**src/rtl/sndx_pkg.sv**
```systemverilog
// Shared types, constants and the Soundex letter table for the UTF-8 Soundex encoder.
// Used by the front classifier, the command queue and the back-end sequencer.
package sndx_pkg;

   localparam int QUEUE_DEPTH = 4;
   localparam int QUEUE_PTR_W = $clog2(QUEUE_DEPTH);
   localparam int QUEUE_CNT_W = $clog2(QUEUE_DEPTH + 1);

   localparam logic [7:0] LEAD2_LOW   = 8'hc2;
   localparam logic [7:0] LEAD2_HIGH  = 8'hdf;
   localparam logic [7:0] LEAD3_LOW   = 8'he0;
   localparam logic [7:0] LEAD3_HIGH  = 8'hef;
   localparam logic [7:0] LEAD4_LOW   = 8'hf0;
   localparam logic [7:0] LEAD4_HIGH  = 8'hf4;
   localparam logic [7:0] LEAD_E0     = 8'he0;
   localparam logic [7:0] LEAD_ED     = 8'hed;
   localparam logic [7:0] LEAD_F0     = 8'hf0;
   localparam logic [7:0] LEAD_F4     = 8'hf4;
   localparam logic [7:0] E0_MIN_NEXT = 8'ha0;
   localparam logic [7:0] ED_MAX_NEXT = 8'h9f;
   localparam logic [7:0] F0_MIN_NEXT = 8'h90;
   localparam logic [7:0] F4_MAX_NEXT = 8'h8f;
   localparam logic [7:0] CHAR_ZERO   = 8'h30;
   localparam logic [7:0] CASE_MASK   = 8'hdf;

   // Work for one input transaction: raw bytes, zero padding and the end item.
   typedef struct packed {
      logic [3:0][7:0] emit_bytes;
      logic [2:0]      emit_count;
      logic [1:0]      pad_count;
      logic            has_end;
      logic            status;
   } cmd_type;

   // Soundex digit of an upper-case letter; zero for letters that are skipped.
   function automatic logic [2:0] digit_of(input logic [7:0] up);
      logic [2:0] d;
      d = 3'd0;
      case (up) inside
         "B", "F", "P", "V":                     d = 3'd1;
         "C", "G", "J", "K", "Q", "S", "X", "Z": d = 3'd2;
         "D", "T":                               d = 3'd3;
         "L":                                    d = 3'd4;
         "M", "N":                               d = 3'd5;
         "R":                                    d = 3'd6;
         default:                                d = 3'd0;
      endcase
      return d;
   endfunction

endpackage

```
**src/rtl/utf8_soundex_encoder.sv**
```systemverilog
// UTF-8 validating Soundex encoder, top level.
// Depends on sndx_pkg, sndx_front, sndx_queue and sndx_back.
//
// The req_ channel carries the string one byte per transaction; req_is_last marks the
// final byte and req_end_without_byte ends a string with no byte (empty input). The rsp_
// channel carries one transaction per result byte (rsp_byte_present high), then one end
// transaction (rsp_end_of_string high) whose rsp_status is 1 for invalid UTF-8. After an
// error status the receiver discards the bytes it already got for that string.
// A transaction is taken on an edge where valid is high and stall is low.
// Commands pass the queue, results the output register. Throughput: one byte per
// cycle while each byte gives at most one result and rsp_stall stays low. A byte that
// gives several results (a multi-byte first character, padding, the end transaction)
// yields one output transaction per result; the four-entry command queue between the
// front classifier and the output sequencer lets the input run ahead, and req_stall
// rises only when that queue is full. When the receiver stalls, the output register
// holds its transaction and the queue fills. Reset is synchronous and clears the string
// state, the queue and the output register; no transaction is pending afterward.
module utf8_soundex_encoder (
   input  logic       clock,
   input  logic       reset,
   input  logic       req_valid,
   output logic       req_stall,
   input  logic [7:0] req_data_byte,
   input  logic       req_is_last,
   input  logic       req_end_without_byte,
   output logic       rsp_valid,
   input  logic       rsp_stall,
   output logic [7:0] rsp_out_byte,
   output logic       rsp_byte_present,
   output logic       rsp_end_of_string,
   output logic       rsp_status
);
   import sndx_pkg::*;

   logic    accept;
   logic    push;
   logic    full;
   logic    pop;
   logic    not_empty;
   cmd_type front_cmd;
   cmd_type head_cmd;

   assign req_stall = full;
   assign accept    = req_valid && !full;

   sndx_front u_front (
      .clock            (clock),
      .reset            (reset),
      .accept           (accept),
      .data_byte        (req_data_byte),
      .is_last          (req_is_last),
      .end_without_byte (req_end_without_byte),
      .push             (push),
      .cmd              (front_cmd)
   );

   sndx_queue u_queue (
      .clock     (clock),
      .reset     (reset),
      .push      (push),
      .push_cmd  (front_cmd),
      .full      (full),
      .pop       (pop),
      .head_cmd  (head_cmd),
      .not_empty (not_empty)
   );

   sndx_back u_back (
      .clock             (clock),
      .reset             (reset),
      .cmd               (head_cmd),
      .cmd_valid         (not_empty),
      .pop               (pop),
      .rsp_valid         (rsp_valid),
      .rsp_stall         (rsp_stall),
      .rsp_out_byte      (rsp_out_byte),
      .rsp_byte_present  (rsp_byte_present),
      .rsp_end_of_string (rsp_end_of_string),
      .rsp_status        (rsp_status)
   );

endmodule

```
**src/rtl/sndx_front.sv**
```systemverilog
// Front classifier: validates UTF-8, tracks Soundex state and builds one command per byte.
// Depends on sndx_pkg for the command type, byte constants and the letter table.
module sndx_front (
   input  logic             clock,
   input  logic             reset,
   input  logic             accept,
   input  logic [7:0]       data_byte,
   input  logic             is_last,
   input  logic             end_without_byte,
   output logic             push,
   output sndx_pkg::cmd_type cmd
);
   import sndx_pkg::*;

   logic [1:0]      cont_ff, cont_in;
   logic [2:0]      len_ff, len_in;
   logic [7:0]      lead_ff, lead_in;
   logic [2:0][7:0] buf_ff, buf_in;
   logic            found_ff, found_in;
   logic [2:0]      prev_ff, prev_in;
   logic [1:0]      digits_ff, digits_in;
   logic            err_ff, err_in;

   logic       take;
   logic       fin;
   logic       is_upper;
   logic       is_lower;
   logic [7:0] up;
   logic [2:0] dig;
   logic [1:0] pos;
   logic       bad_second;

   assign take     = !end_without_byte && !err_ff;
   assign fin      = end_without_byte || is_last;
   assign is_upper = (data_byte >= "A") && (data_byte <= "Z");
   assign is_lower = (data_byte >= "a") && (data_byte <= "z");
   assign up       = is_lower ? (data_byte & CASE_MASK) : data_byte;
   assign dig      = digit_of(up);
   // Position of this continuation byte within its character.
   assign pos      = len_ff[1:0] - cont_ff;
   assign bad_second = (pos == 2'd1) &&
                       (((lead_ff == LEAD_E0) && (data_byte < E0_MIN_NEXT)) ||
                        ((lead_ff == LEAD_ED) && (data_byte > ED_MAX_NEXT)) ||
                        ((lead_ff == LEAD_F0) && (data_byte < F0_MIN_NEXT)) ||
                        ((lead_ff == LEAD_F4) && (data_byte > F4_MAX_NEXT)));

   always_comb begin
      cont_in   = cont_ff;
      len_in    = len_ff;
      lead_in   = lead_ff;
      buf_in    = buf_ff;
      found_in  = found_ff;
      prev_in   = prev_ff;
      digits_in = digits_ff;
      err_in    = err_ff;
      cmd       = '0;

      if (take) begin
         if (cont_ff == 2'd0) begin
            if (!data_byte[7]) begin
               if (is_upper || is_lower) begin
                  if (!found_ff) begin
                     cmd.emit_bytes[0] = up;
                     cmd.emit_count    = 3'd1;
                     found_in          = 1'b1;
                     prev_in           = dig;
                  end else if (dig != 3'd0) begin
                     if (dig != prev_ff) begin
                        cmd.emit_bytes[0] = CHAR_ZERO | {5'd0, dig};
                        cmd.emit_count    = 3'd1;
                        if (digits_ff != 2'd3) begin
                           digits_in = digits_ff + 2'd1;
                        end
                     end
                     prev_in = dig;
                  end
               end
            end else if ((data_byte >= LEAD2_LOW) && (data_byte <= LEAD2_HIGH)) begin
               len_in  = 3'd2;
               cont_in = 2'd1;
               lead_in = data_byte;
               buf_in  = {16'd0, data_byte};
            end else if ((data_byte >= LEAD3_LOW) && (data_byte <= LEAD3_HIGH)) begin
               len_in  = 3'd3;
               cont_in = 2'd2;
               lead_in = data_byte;
               buf_in  = {16'd0, data_byte};
            end else if ((data_byte >= LEAD4_LOW) && (data_byte <= LEAD4_HIGH)) begin
               len_in  = 3'd4;
               cont_in = 2'd3;
               lead_in = data_byte;
               buf_in  = {16'd0, data_byte};
            end else begin
               err_in = 1'b1;
            end
         end else if ((data_byte[7:6] != 2'b10) || bad_second) begin
            err_in = 1'b1;
         end else begin
            if (pos != 2'd3) begin
               buf_in[pos] = data_byte;
            end
            cont_in = cont_ff - 2'd1;
            // The final byte of a character always sits in the top slot it reaches.
            if ((cont_ff == 2'd1) && !found_ff) begin
               cmd.emit_bytes[2:0] = buf_in;
               cmd.emit_bytes[3]   = data_byte;
               cmd.emit_count      = len_ff;
               found_in            = 1'b1;
            end
         end
      end

      if (fin) begin
         if (cont_in != 2'd0) begin
            err_in = 1'b1;
         end
         if (!err_in && found_in) begin
            cmd.pad_count = 2'd3 - digits_in;
         end
         cmd.has_end = 1'b1;
         cmd.status  = err_in;
         cont_in   = '0;
         len_in    = '0;
         lead_in   = '0;
         buf_in    = '0;
         found_in  = 1'b0;
         prev_in   = '0;
         digits_in = '0;
         err_in    = 1'b0;
      end
   end

   assign push = accept && ((cmd.emit_count != 3'd0) || cmd.has_end);

   always_ff @(posedge clock) begin
      if (reset) begin
         cont_ff   <= '0;
         len_ff    <= '0;
         lead_ff   <= '0;
         buf_ff    <= '0;
         found_ff  <= 1'b0;
         prev_ff   <= '0;
         digits_ff <= '0;
         err_ff    <= 1'b0;
      end else if (accept) begin
         cont_ff   <= cont_in;
         len_ff    <= len_in;
         lead_ff   <= lead_in;
         buf_ff    <= buf_in;
         found_ff  <= found_in;
         prev_ff   <= prev_in;
         digits_ff <= digits_in;
         err_ff    <= err_in;
      end
   end

endmodule

```
**src/rtl/sndx_queue.sv**
```systemverilog
// Short command queue between the front classifier and the back-end sequencer.
// Depends on sndx_pkg for the command type and the queue depth.
module sndx_queue (
   input  logic              clock,
   input  logic              reset,
   input  logic              push,
   input  sndx_pkg::cmd_type push_cmd,
   output logic              full,
   input  logic              pop,
   output sndx_pkg::cmd_type head_cmd,
   output logic              not_empty
);
   import sndx_pkg::*;

   cmd_type                  slot_ff [QUEUE_DEPTH];
   logic [QUEUE_PTR_W-1:0]   wr_ptr_ff, wr_ptr_in;
   logic [QUEUE_PTR_W-1:0]   rd_ptr_ff, rd_ptr_in;
   logic [QUEUE_CNT_W-1:0]   count_ff, count_in;
   logic                     do_push;
   logic                     do_pop;

   assign full      = (count_ff == QUEUE_CNT_W'(QUEUE_DEPTH));
   assign not_empty = (count_ff != '0);
   assign head_cmd  = slot_ff[rd_ptr_ff];
   assign do_push   = push && !full;
   assign do_pop    = pop && not_empty;

   always_comb begin
      wr_ptr_in = do_push ? wr_ptr_ff + QUEUE_PTR_W'(1) : wr_ptr_ff;
      rd_ptr_in = do_pop ? rd_ptr_ff + QUEUE_PTR_W'(1) : rd_ptr_ff;
      count_in  = count_ff;
      if (do_push && !do_pop) begin
         count_in = count_ff + QUEUE_CNT_W'(1);
      end else if (do_pop && !do_push) begin
         count_in = count_ff - QUEUE_CNT_W'(1);
      end
   end

   always_ff @(posedge clock) begin
      if (reset) begin
         wr_ptr_ff <= '0;
         rd_ptr_ff <= '0;
         count_ff  <= '0;
      end else begin
         wr_ptr_ff <= wr_ptr_in;
         rd_ptr_ff <= rd_ptr_in;
         count_ff  <= count_in;
      end
   end

   always_ff @(posedge clock) begin
      if (do_push) begin
         slot_ff[wr_ptr_ff] <= push_cmd;
      end
   end

endmodule

```
**src/rtl/sndx_back.sv**
```systemverilog
// Back-end sequencer: expands queued commands into results, one per cycle unless stalled.
// Depends on sndx_pkg for the command type and the padding character.
module sndx_back (
   input  logic              clock,
   input  logic              reset,
   input  sndx_pkg::cmd_type cmd,
   input  logic              cmd_valid,
   output logic              pop,
   output logic              rsp_valid,
   input  logic              rsp_stall,
   output logic [7:0]        rsp_out_byte,
   output logic              rsp_byte_present,
   output logic              rsp_end_of_string,
   output logic              rsp_status
);
   import sndx_pkg::*;

   logic [2:0] step_ff;
   logic       valid_ff;
   logic [7:0] byte_ff, byte_in;
   logic       present_ff, present_in;
   logic       end_ff, end_in;
   logic       status_ff, status_in;
   logic [3:0] total;
   logic [3:0] step_ext;
   logic [3:0] bytes_end;
   logic       load;
   logic       last_step;

   assign total     = {1'b0, cmd.emit_count} + {2'b0, cmd.pad_count} + {3'b0, cmd.has_end};
   assign bytes_end = {1'b0, cmd.emit_count} + {2'b0, cmd.pad_count};
   assign step_ext  = {1'b0, step_ff};
   assign load      = cmd_valid && (!valid_ff || !rsp_stall);
   assign last_step = (step_ext == total - 4'd1);
   assign pop       = load && last_step;

   // Raw bytes first, then zero padding, then the end transaction.
   always_comb begin
      byte_in    = 8'd0;
      present_in = 1'b1;
      end_in     = 1'b0;
      status_in  = 1'b0;
      if (step_ext < {1'b0, cmd.emit_count}) begin
         byte_in = cmd.emit_bytes[step_ff[1:0]];
      end else if (step_ext < bytes_end) begin
         byte_in = CHAR_ZERO;
      end else begin
         present_in = 1'b0;
         end_in     = 1'b1;
         status_in  = cmd.status;
      end
   end

   always_ff @(posedge clock) begin
      if (reset) begin
         valid_ff <= 1'b0;
         step_ff  <= '0;
      end else if (load) begin
         valid_ff <= 1'b1;
         step_ff  <= last_step ? 3'd0 : step_ff + 3'd1;
      end else if (!rsp_stall) begin
         valid_ff <= 1'b0;
      end
   end

   always_ff @(posedge clock) begin
      if (load) begin
         byte_ff    <= byte_in;
         present_ff <= present_in;
         end_ff     <= end_in;
         status_ff  <= status_in;
      end
   end

   assign rsp_valid         = valid_ff;
   assign rsp_out_byte      = byte_ff;
   assign rsp_byte_present  = present_ff;
   assign rsp_end_of_string = end_ff;
   assign rsp_status        = status_ff;

endmodule

```
**config.mk**
```make
export PLATFORM = sky130hd
export DESIGN_NAME = utf8_soundex_encoder
export DESIGN_NICKNAME = d
export VERILOG_FILES = /design/src/rtl/sndx_pkg.sv /design/src/rtl/utf8_soundex_encoder.sv /design/src/rtl/sndx_front.sv /design/src/rtl/sndx_queue.sv /design/src/rtl/sndx_back.sv
export SDC_FILE = /design/constraint.sdc
export NUM_CORES = 1
export LEC_CHECK = 0
export BUFFER_PORTS_ARGS = -buffer_cell sky130_fd_sc_hd__buf_4
export CORE_MARGIN = 1.5
export CORE_UTILIZATION = 58
export CTS_BUF_LIST = sky130_fd_sc_hd__clkbuf_8
export DETAILED_ROUTE_END_ITERATION = 12
export GPL_ROUTABILITY_DRIVEN = 1
export GPL_TIMING_DRIVEN = 0
export PLACE_DENSITY = 0.74
export SYNTH_ARGS = -nofsm -noshare
export SYNTH_HDL_FRONTEND = slang
export SYNTH_SLANG_ARGS = --single-unit
```
**constraint.sdc**
```tcl
create_clock -name clock -period 4.64 [get_ports clock]
set_input_delay 0.464 -clock clock [delete_from_list [all_inputs] [get_ports clock]]
set_output_delay 0.464 -clock clock [all_outputs]
set_load 0.01 [all_outputs]
```
Word-level counts from Yosys, hierarchy flattened
Memory sizes are Yosys's and may differ from the RTL's. A register that Yosys moved wholly into a read port is not among the register bits.
Cells that the tools add are included.
- register bits: 66
- RAM bits: 156
- input bits: 14
- output and inout port bits: 13
- word-level logic and storage cells: 246
- memories kept: 1
- add/sub/neg operators: 12
- magnitude comparators: 19
- equality and inequality tests: 36
- mux-type cells: 101
- reductions and logical operators: 58
- memory list (memory ; words ; width ; read ports ; clocked after memory_dff ; wr ports ; RTL line ; RTL):
    u_queue.slot_ff ; 4 ; 39 ; 1 ; 1 ; 1 ; sndx_queue.sv:15 ; cmd_type slot_ff [QUEUE_DEPTH];
- operators by type and width (kind ; count):
    $mux 24 ; 10
    $eq 8x7->1 const B ; 18
    $mux 35 ; 3
    $mux 8 ; 10
    $mux 3 ; 23
    $mux 11 ; 5
    $mux 2 ; 20
    $eq 8x8->1 const B ; 4
    $bwmux 24 ; 1
    $ge 8x8->1 const B ; 3
    $le 8x8->1 const B ; 3
    $mux 1 ; 23
    $logic_and 1x1->1 ; 22
    $bmux 8 s2 ; 1
    $demux 8 s2 ; 1
    $ge 8x7->1 const B ; 2
    $gt 8x8->1 const B ; 2
    $le 8x7->1 const B ; 2
    $lt 8x8->1 const B ; 2
    $mux 6 ; 2
    $reduce_bool 2->1 ; 6
    $reduce_and 5->1 ; 2
    $logic_not 1->1 ; 9
    $mux 9 ; 1
    32 further kinds ; 51

Depth between registers and ports, before layout
Gate-level depths: netlist of the first run.
- depth after elaboration: 28
- mapped depth: 17
- depth with buffers taken out: 15

Cells and area by module
Synthesis of the first run repeated with hierarchy kept, for this count alone.
- cells, all modules: 739
- area, all modules: 10177.3 um^2
- modules (own cells, without submodules) (module ; times used ; cells each ; area an instance (um^2) ; seq. area each (um^2)):
    sndx_queue ; 1 ; 251 ; 6082.1 ; 4864.7
    sndx_front ; 1 ; 407 ; 3046.7 ; 880.8
    sndx_back ; 1 ; 80 ; 1034.7 ; 410.4
    utf8_soundex_encoder ; 1 ; 1 ; 13.8 ; 0.0

Worst setup path after synthesis of the first run
Ideal clock, no wire load.
- kind: reg-to-reg
- from: reg with a tool-made name
- to: reg u_queue.count_ff[2]
- setup time: 0.070 ns
- arrival: 4.497 ns
- data required time: 4.570 ns
- slack: 0.072 ns
- stages on the path, launching flop included: 18
- path buffers: 2
- clock period less this slack: 4.568 ns
- cell sequence: dfxtp_1 -> buf_1 -> buf_2 -> mux4_2 -> ha_1 -> fa_1 -> inv_1 -> ha_1 -> xor2_1 -> a311oi_1 -> a211oi_1 -> nand2_1 -> ha_1 -> inv_1 -> fa_1 -> xor2_1 -> or3_1 -> a21oi_1
- RTL lines (element ; RTL line ; RTL):
    end signal: assignment ; sndx_queue.sv:47 ; count_ff <= count_in;
    end: declaration ; sndx_queue.sv:18 ; logic [QUEUE_CNT_W-1:0] count_ff, count_in;

==> impl_metrics.json, run 1 <==
{
  "path_common_cell": "ha_1",
  "synthMuxAreaShare": 0.1192,
  "synth-simple-area-share": 0.1123,
  "overflow": 0,
  "cts_buffers": 36,
  "setup_violations": 0,
  "required_ps": 5100,
  "start_util": 0.5917,
  "relSlewSlack": 0.1821,
  "vias": 6867,
  "grt_pass1_vias": 6864,
  "ys_seq_elements": 224,
  "die_w_um": 135.6,
  "dieHeight_um": 135.6,
  "max-vdd-ir-drop_mv": 0.3252,
  "avgRoutedWirePerCell_um": 21.90,
  "hold_violations": 0,
  "yosysSeqAreaShare": 0.6036,
  "cp-start-kind": "register",
  "status": "completed",
  "ant_nets": 0,
  "synthArstFlopShare": 0,
  "p_leak_nw": 4.053,
  "finish.utilization": 0.6650,
  "synth_top_family_by_area": "multiplexers",
  "core-area_um2": 17240,
  "n_fill_cell": 1221,
  "multi_input_area_um2": 3787,
  "worst_pin_slew_ps": 1216,
  "cts_tree": "done",
  "p_per_area_nw_per_um2": 476.0,
  "p_total_mw": 5.456,
  "fin_nets": 885,
  "avgSynthCellArea_um2": 13.02,
  "synth_edf_count": 167,
  "syn_to_final_growth_pct": 12.39,
  "htreeDepth": 2,
  "dp_hpwl_mm": 16.82,
  "maxCapViolCount": 0,
  "min_path_type": "input pin to register",
  "grt_pass1_wl_mm": 37.69,
  "drt_iter0_drc": 594,
  "die_area_um2": 18390,
  "crit_path_max_incr_delay_ps": 540,
  "clk_latency_ps": 530,
  "period_share": 0.9564,
  "cp-end-kind": "register",
  "cp.arrival_ps": 4890,
  "gp_congestion": 0.9333,
  "dp.cells": 1041,
  "ys_warn_count": 0,
  "fp-row-count": 48,
  "path_clk_slew_ps": 60,
  "clock_skew_ps": 13.47,
  "antenna_found_initial": 0,
  "clock-sinks": 224,
  "crit_path_top_delay_cell": "mux4_2",
  "synth-main-ff-cell": "edfxtp_1",
  "diodes": 0,
  "syn_inst": 783,
  "synth_adder_area_share": 0.02478,
  "synth_area_um2": 10200,
  "cts_buffer_depth": 3,
  "post_cts_buffers": 0,
  "grt.total_usage": 0.2740,
  "io_buffers": 26,
  "drv_slew": 0,
  "routed_wl_mm": 24.17,
  "seqCellArea_um2": 6157,
  "crit_fanout": 19,
  "fmax_mhz": 225.3,
  "cts_root_buf": "clkbuf_8",
  "drive_gt1_frac": 0.1684,
  "synth_compound_area_frac": 0.09692,
  "drc": 0,
  "dr.pass1.iters": 4,
  "ys_types": 73,
  "worstPathCellList": "buf_8, mux4_2, ha_1, fa_1, inv_1, ha_1, xor2_1, a311oi_2, a211oi_4, nand2_1, ha_1, inv_1, fa_1, xor2_1, or3_1, a21oi_1",
  "synth_xor_area_frac": 0.01435,
  "io_pins": 27,
  "path_class": "register to register",
  "rsz0062_at_grt": "false",
  "period_needed_ps": 4438,
  "layout.cells.non_filler": 1104,
  "drt-vias-per-instance": 6.220,
  "grt_max_degree": 32
}
## worst max-delay path, delay by kind of cell (launching register included)
kind / cells / cell delay, ps
AO/OA/AOI/OAI: 3 / 630
XOR/XNOR: 2 / 350
adder cells (fa/ha/maj): 5 / 1620
buffers and inverters: 3 / 400
flip-flops: 1 / 380
multiplexers: 1 / 540
AND/OR/NAND/NOR: 2 / 460
## cell usage in the layout (no fill, tap or decap), types with 17 or more instances in the layout
| master | n |
|---|---|
| edfxtp_1 | 167 |
| buf_4 | 27 |
| clkbuf_8 | 41 |
| nand2_1 | 71 |
| nor2b_1 | 20 |
| a21oi_1 | 60 |
| dfxtp_1 | 56 |
| nand3_1 | 23 |
| nor2_1 | 58 |
| ha_1 | 17 |
| inv_1 | 41 |
| clkbuf_1 | 29 |
| mux4_2 | 47 |
## report_power, final
group / switching (mW) / internal (mW)
sequential: 0.0727 / 2.37
combinational: 0.789 / 0.674
clock: 0.746 / 0.807
## cell type report
cell class                      instances  area share
Sequential cell                       224      0.5372
Multi-Input combinational cell        490      0.3304
Clock buffer                           41     0.04923
Tap cell                              225     0.02456
Timing Repair Buffer                   30     0.02401
Buffer                                 44     0.01736
Clock inverter                         24    0.008733
Inverter                               26    0.008514
## worst paths after layout
check / start / end / slack (ps) / depth (start not counted)
max: register / u_queue.count_ff[2] / 200 / 16
min reg2reg: u_front.lead_ff[6] / u_front.lead_ff[6] / 460 / 2
max reg2reg: register / u_queue.count_ff[2] / 200 / 16
min: rsp_stall / u_back.rsp_valid / 210 / 3
## repair_timing
action	CTS	global route
hold buffers	0	0
gates resized for setup	10	8
pin swaps	0	2
endpoints found under the setup margin	8	2
## through the flow
step	worst slack (ps)	area [um^2]	hold slack (ps)	TNS, ps
global placement	-744.1	10690	440.4	-4453
detailed placement	-903.4	10770	442.8	-2687
finish	202.2	11460	208.8	0
CTS	11.59	11450	189.5	0
floorplan	72.47	10210	425.7	0
global route	17.73	11460	195.6	0
## cell usage after synthesis (all sizes together) (8+ instances only)
master | count | share of area
edfxtp | 167 | 0.49
nand2 | 71 | 0.026
a21oi | 61 | 0.030
nor2 | 58 | 0.021
dfxtp | 57 | 0.11
mux4 | 47 | 0.10
clkbuf | 30 | 0.011
o21ai | 28 | 0.014
inv | 25 | 0.0092
nand3 | 23 | 0.011
nor2b | 20 | 0.012
ha | 17 | 0.021
buf | 16 | 0.0079
nor3 | 13 | 0.0064
mux2i | 12 | 0.012
nand2b | 11 | 0.0067
xor2 | 8 | 0.0069
## registers in the layout (all words and copies together), names as in the netlist, named ones only
name	flops
u_queue.slot_ff	156
u_front.buf_ff	24
u_back.rsp_out_byte	8
u_front.lead_ff	8
u_back.step_ff	3
u_front.len_ff	3
u_front.prev_ff	3
u_queue.count_ff	3
u_front.cont_ff	2
u_front.digits_ff	2
u_queue.rd_ptr_ff	2
u_queue.wr_ptr_ff	2
u_back.rsp_byte_present	1
u_back.rsp_end_of_string	1
u_back.rsp_status	1
u_back.rsp_valid	1
u_front.err_ff	1
u_front.found_ff	1
## routing by layer
metal  global-route usage  routed length, um
met3              0.04452               1488
met4               0.1057                658
met1               0.3684              10220
met5                    0                  0
met2               0.4512              11800
## kinds of logic (layout without fill, tap and decap cells)
family                   count (synthesis)  count (layout)
flip-flops                             224             224
adder cells (fa/ha/maj)                 19              19
other                                    1               4
buffers and inverters                   72             165
AO/OA/AOI/OAI                          154             154
XOR/XNOR                                15              15
AND/OR/NAND/NOR                        236             236
multiplexers                            62              62
Note: power is estimated with default switching activity, not from simulation.
==> run 2: changes to the inputs <==
Settings changed: CORE_MARGIN 1.5 to not set, GPL_ROUTABILITY_DRIVEN 1 to 0.
==> run 2 against run 1 <==
Effect of this change: sequential power barely moved; clock skew increased by 22 ps; first-iteration DRC count rose by 16%; cell area down 0.61%; sequential share of layout area rose by 0.33 points; critical path depth unchanged; worst hold slack gained 15 ps; non-clock buffer count did not move; largest cell class unchanged; die area shrank 1.5%.
==> impl_metrics.json, run 2 (same netlist as run 1, synthesis figures left out) <==
{
  "status": "completed",
  "htreeDepth": 2,
  "crit_fanout": 19,
  "antenna_found_initial": 0,
  "start_util": 0.5917,
  "die_area_um2": 18120,
  "drt_iter0_drc": 688,
  "cts_buffer_depth": 3,
  "required_ps": 5070,
  "post_cts_buffers": 0,
  "seqPwrFrac": 0.458,
  "hold_violations": 0,
  "largest-register": "u_queue.slot_ff",
  "fmax_mhz": 226.6,
  "io_buffers": 26,
  "dieHeight_um": 134.6,
  "clk_latency_ps": 540,
  "min_path_type": "input pin to register",
  "r2r_setup_slack_ps": 230,
  "io_pins": 27,
  "dr.pass1.iters": 5,
  "largest_register_ffs": 156,
  "vias": 6887,
  "maxCapViolCount": 0,
  "fin_nets": 885,
  "setup_ws_ps": 226.8,
  "ant_nets": 0,
  "sw_frac_of_total": 0.2939,
  "drv_slew": 0,
  "cp-end-kind": "register",
  "placed_area_um2": 10770,
  "preCtsSetupSlack_ps": -1008,
  "grt_pass1_vias": 6899,
  "cp-start-kind": "register",
  "pwr-share-comb": 0.269,
  "grt_pass1_wl_mm": 36.69,
  "fin_area_um2": 11390,
  "drc": 0,
  "max-vdd-ir-drop_mv": 0.2548,
  "crit_end": "u_queue.count_ff[2]",
  "avgRoutedWirePerCell_um": 21.15,
  "core-area_um2": 17240,
  "top_regs": "u_queue.slot_ff x156, u_front.buf_ff x24",
  "n_fill_cell": 1232,
  "overflow": 0,
  "switchingPower_mw": 1.565,
  "dp_hpwl_mm": 16.35,
  "rsz0062_at_grt": "false",
  "internal_power_mw": 3.761,
  "syn_to_final_growth_pct": 11.70,
  "clock_skew_ps": 35.56,
  "p_leak_nw": 3.999,
  "period_needed_ps": 4413,
  "period_share": 0.9511,
  "p_per_area_nw_per_um2": 467.5,
  "path_clk_slew_ps": 60,
  "ctsHoldBuffers": 0,
  "worst_pin_slew_ps": 1126,
  "reg2reg_to": "u_queue.count_ff[2]",
  "ff2ff_path_depth": 16,
  "fp-row-count": 48,
  "relSlewSlack": 0.2424,
  "die_w_um": 134.6,
  "layout_common_cells": "167 x edfxtp_1, 71 x nand2_1, 60 x a21oi_1, 58 x nor2_1, 56 x dfxtp_1",
  "clkPwrFrac": 0.273,
  "diodes": 0,
  "grt_max_degree": 32,
  "cts_tree": "done",
  "clock-sinks": 224,
  "drive_gt1_frac": 0.1636,
  "cp.arrival_ps": 4850,
  "drt-vias-per-instance": 6.267,
  "grt.total_usage": 0.2694,
  "setup_violations": 0,
  "cts_root_buf": "clkbuf_8",
  "whs_ps": 223.6,
  "final_common_cell": "edfxtp_1",
  "routed_wl_mm": 23.25,
  "cts_buffers": 36,
  "path_class": "register to register"
}
## run 2: cell types whose count changed in the layout (fill, tap and decap cells not counted)
cell,delta
clkinv_2,-1
clkbuf_8,-5
inv_6,+3
clkinv_1,+7
a211oi_4,-1
a211oi_2,+1
clkinvlp_4,-2
inv_1,-7
## run 2: worst min path at each step
stage	start	endpoint	slack, ps	depth (start not counted)
6_report	rsp_stall	u_back.rsp_valid	220	3
2_1_floorplan	u_front.buf_ff[7]	u_front.buf_ff[7]	430	2
3_3_place_gp	u_front.lead_ff[1]	u_front.lead_ff[1]	440	2
3_5_place_dp	u_front.lead_ff[1]	u_front.lead_ff[1]	440	2
4_1_cts	rsp_stall	u_back.rsp_valid	200	3
5_1_grt	rsp_stall	u_back.rsp_valid	230	3
## run 2: repair_timing
action                                  CTS  global route
pin swaps                                 1             0
endpoints found under the setup margin   10             2
gates resized for setup                  11             3
## run 2: layout make-up
type / count / area [um^2] / area share
Buffer: 44 / 198.9 / 0.01746
Timing Repair Buffer: 30 / 275.3 / 0.02416
Inverter: 26 / 97.59 / 0.008567
Sequential cell: 224 / 6157 / 0.5405
Multi-Input combinational cell: 490 / 3780 / 0.3318
Clock buffer: 36 / 495.5 / 0.04349
Tap cell: 225 / 281.5 / 0.02471
Clock inverter: 24 / 106.4 / 0.009336
## run 2: worst max-delay path, cell delays in order (launching register included)
cell and delay [ps]:
dfxtp_2 380, buf_8 250, mux4_2 540, ha_1 250
fa_1 530, inv_1 70, ha_1 200, xor2_1 170
a311oi_2 260, a211oi_2 130, nand2_1 160, ha_1 220
inv_1 90, fa_1 450, xor2_1 170, or3_1 310
a21oi_1 160
## run 2: per-layer routing
metal  track usage  wire (um)
met1        0.3532       9506
met2        0.4499      11430
met3       0.05443       1676
met4       0.09551        635
met5             0          0
## run 2: metrics by stage
stage               utilization  total power [mW]  setup TNS, ps  instances
CTS                      0.6612             5.367              0       1100
finish                   0.6609             5.326              0       1099
floorplan                     -             3.470              0        786
detailed placement       0.6249             3.891          -3233       1041
global route             0.6609             5.578              0       1099
global placement         0.6200             3.811          -1800       1037
## run 2: power groups by stage
stage,Combinational [mW],Sequential (mW),Clock [mW]
after floorplan,0.980,2.49,0
after global placement,1.34,2.47,0
after detailed placement,1.41,2.48,0
after CTS,1.45,2.44,1.48
after global routing,1.56,2.46,1.56
final,1.43,2.44,1.46
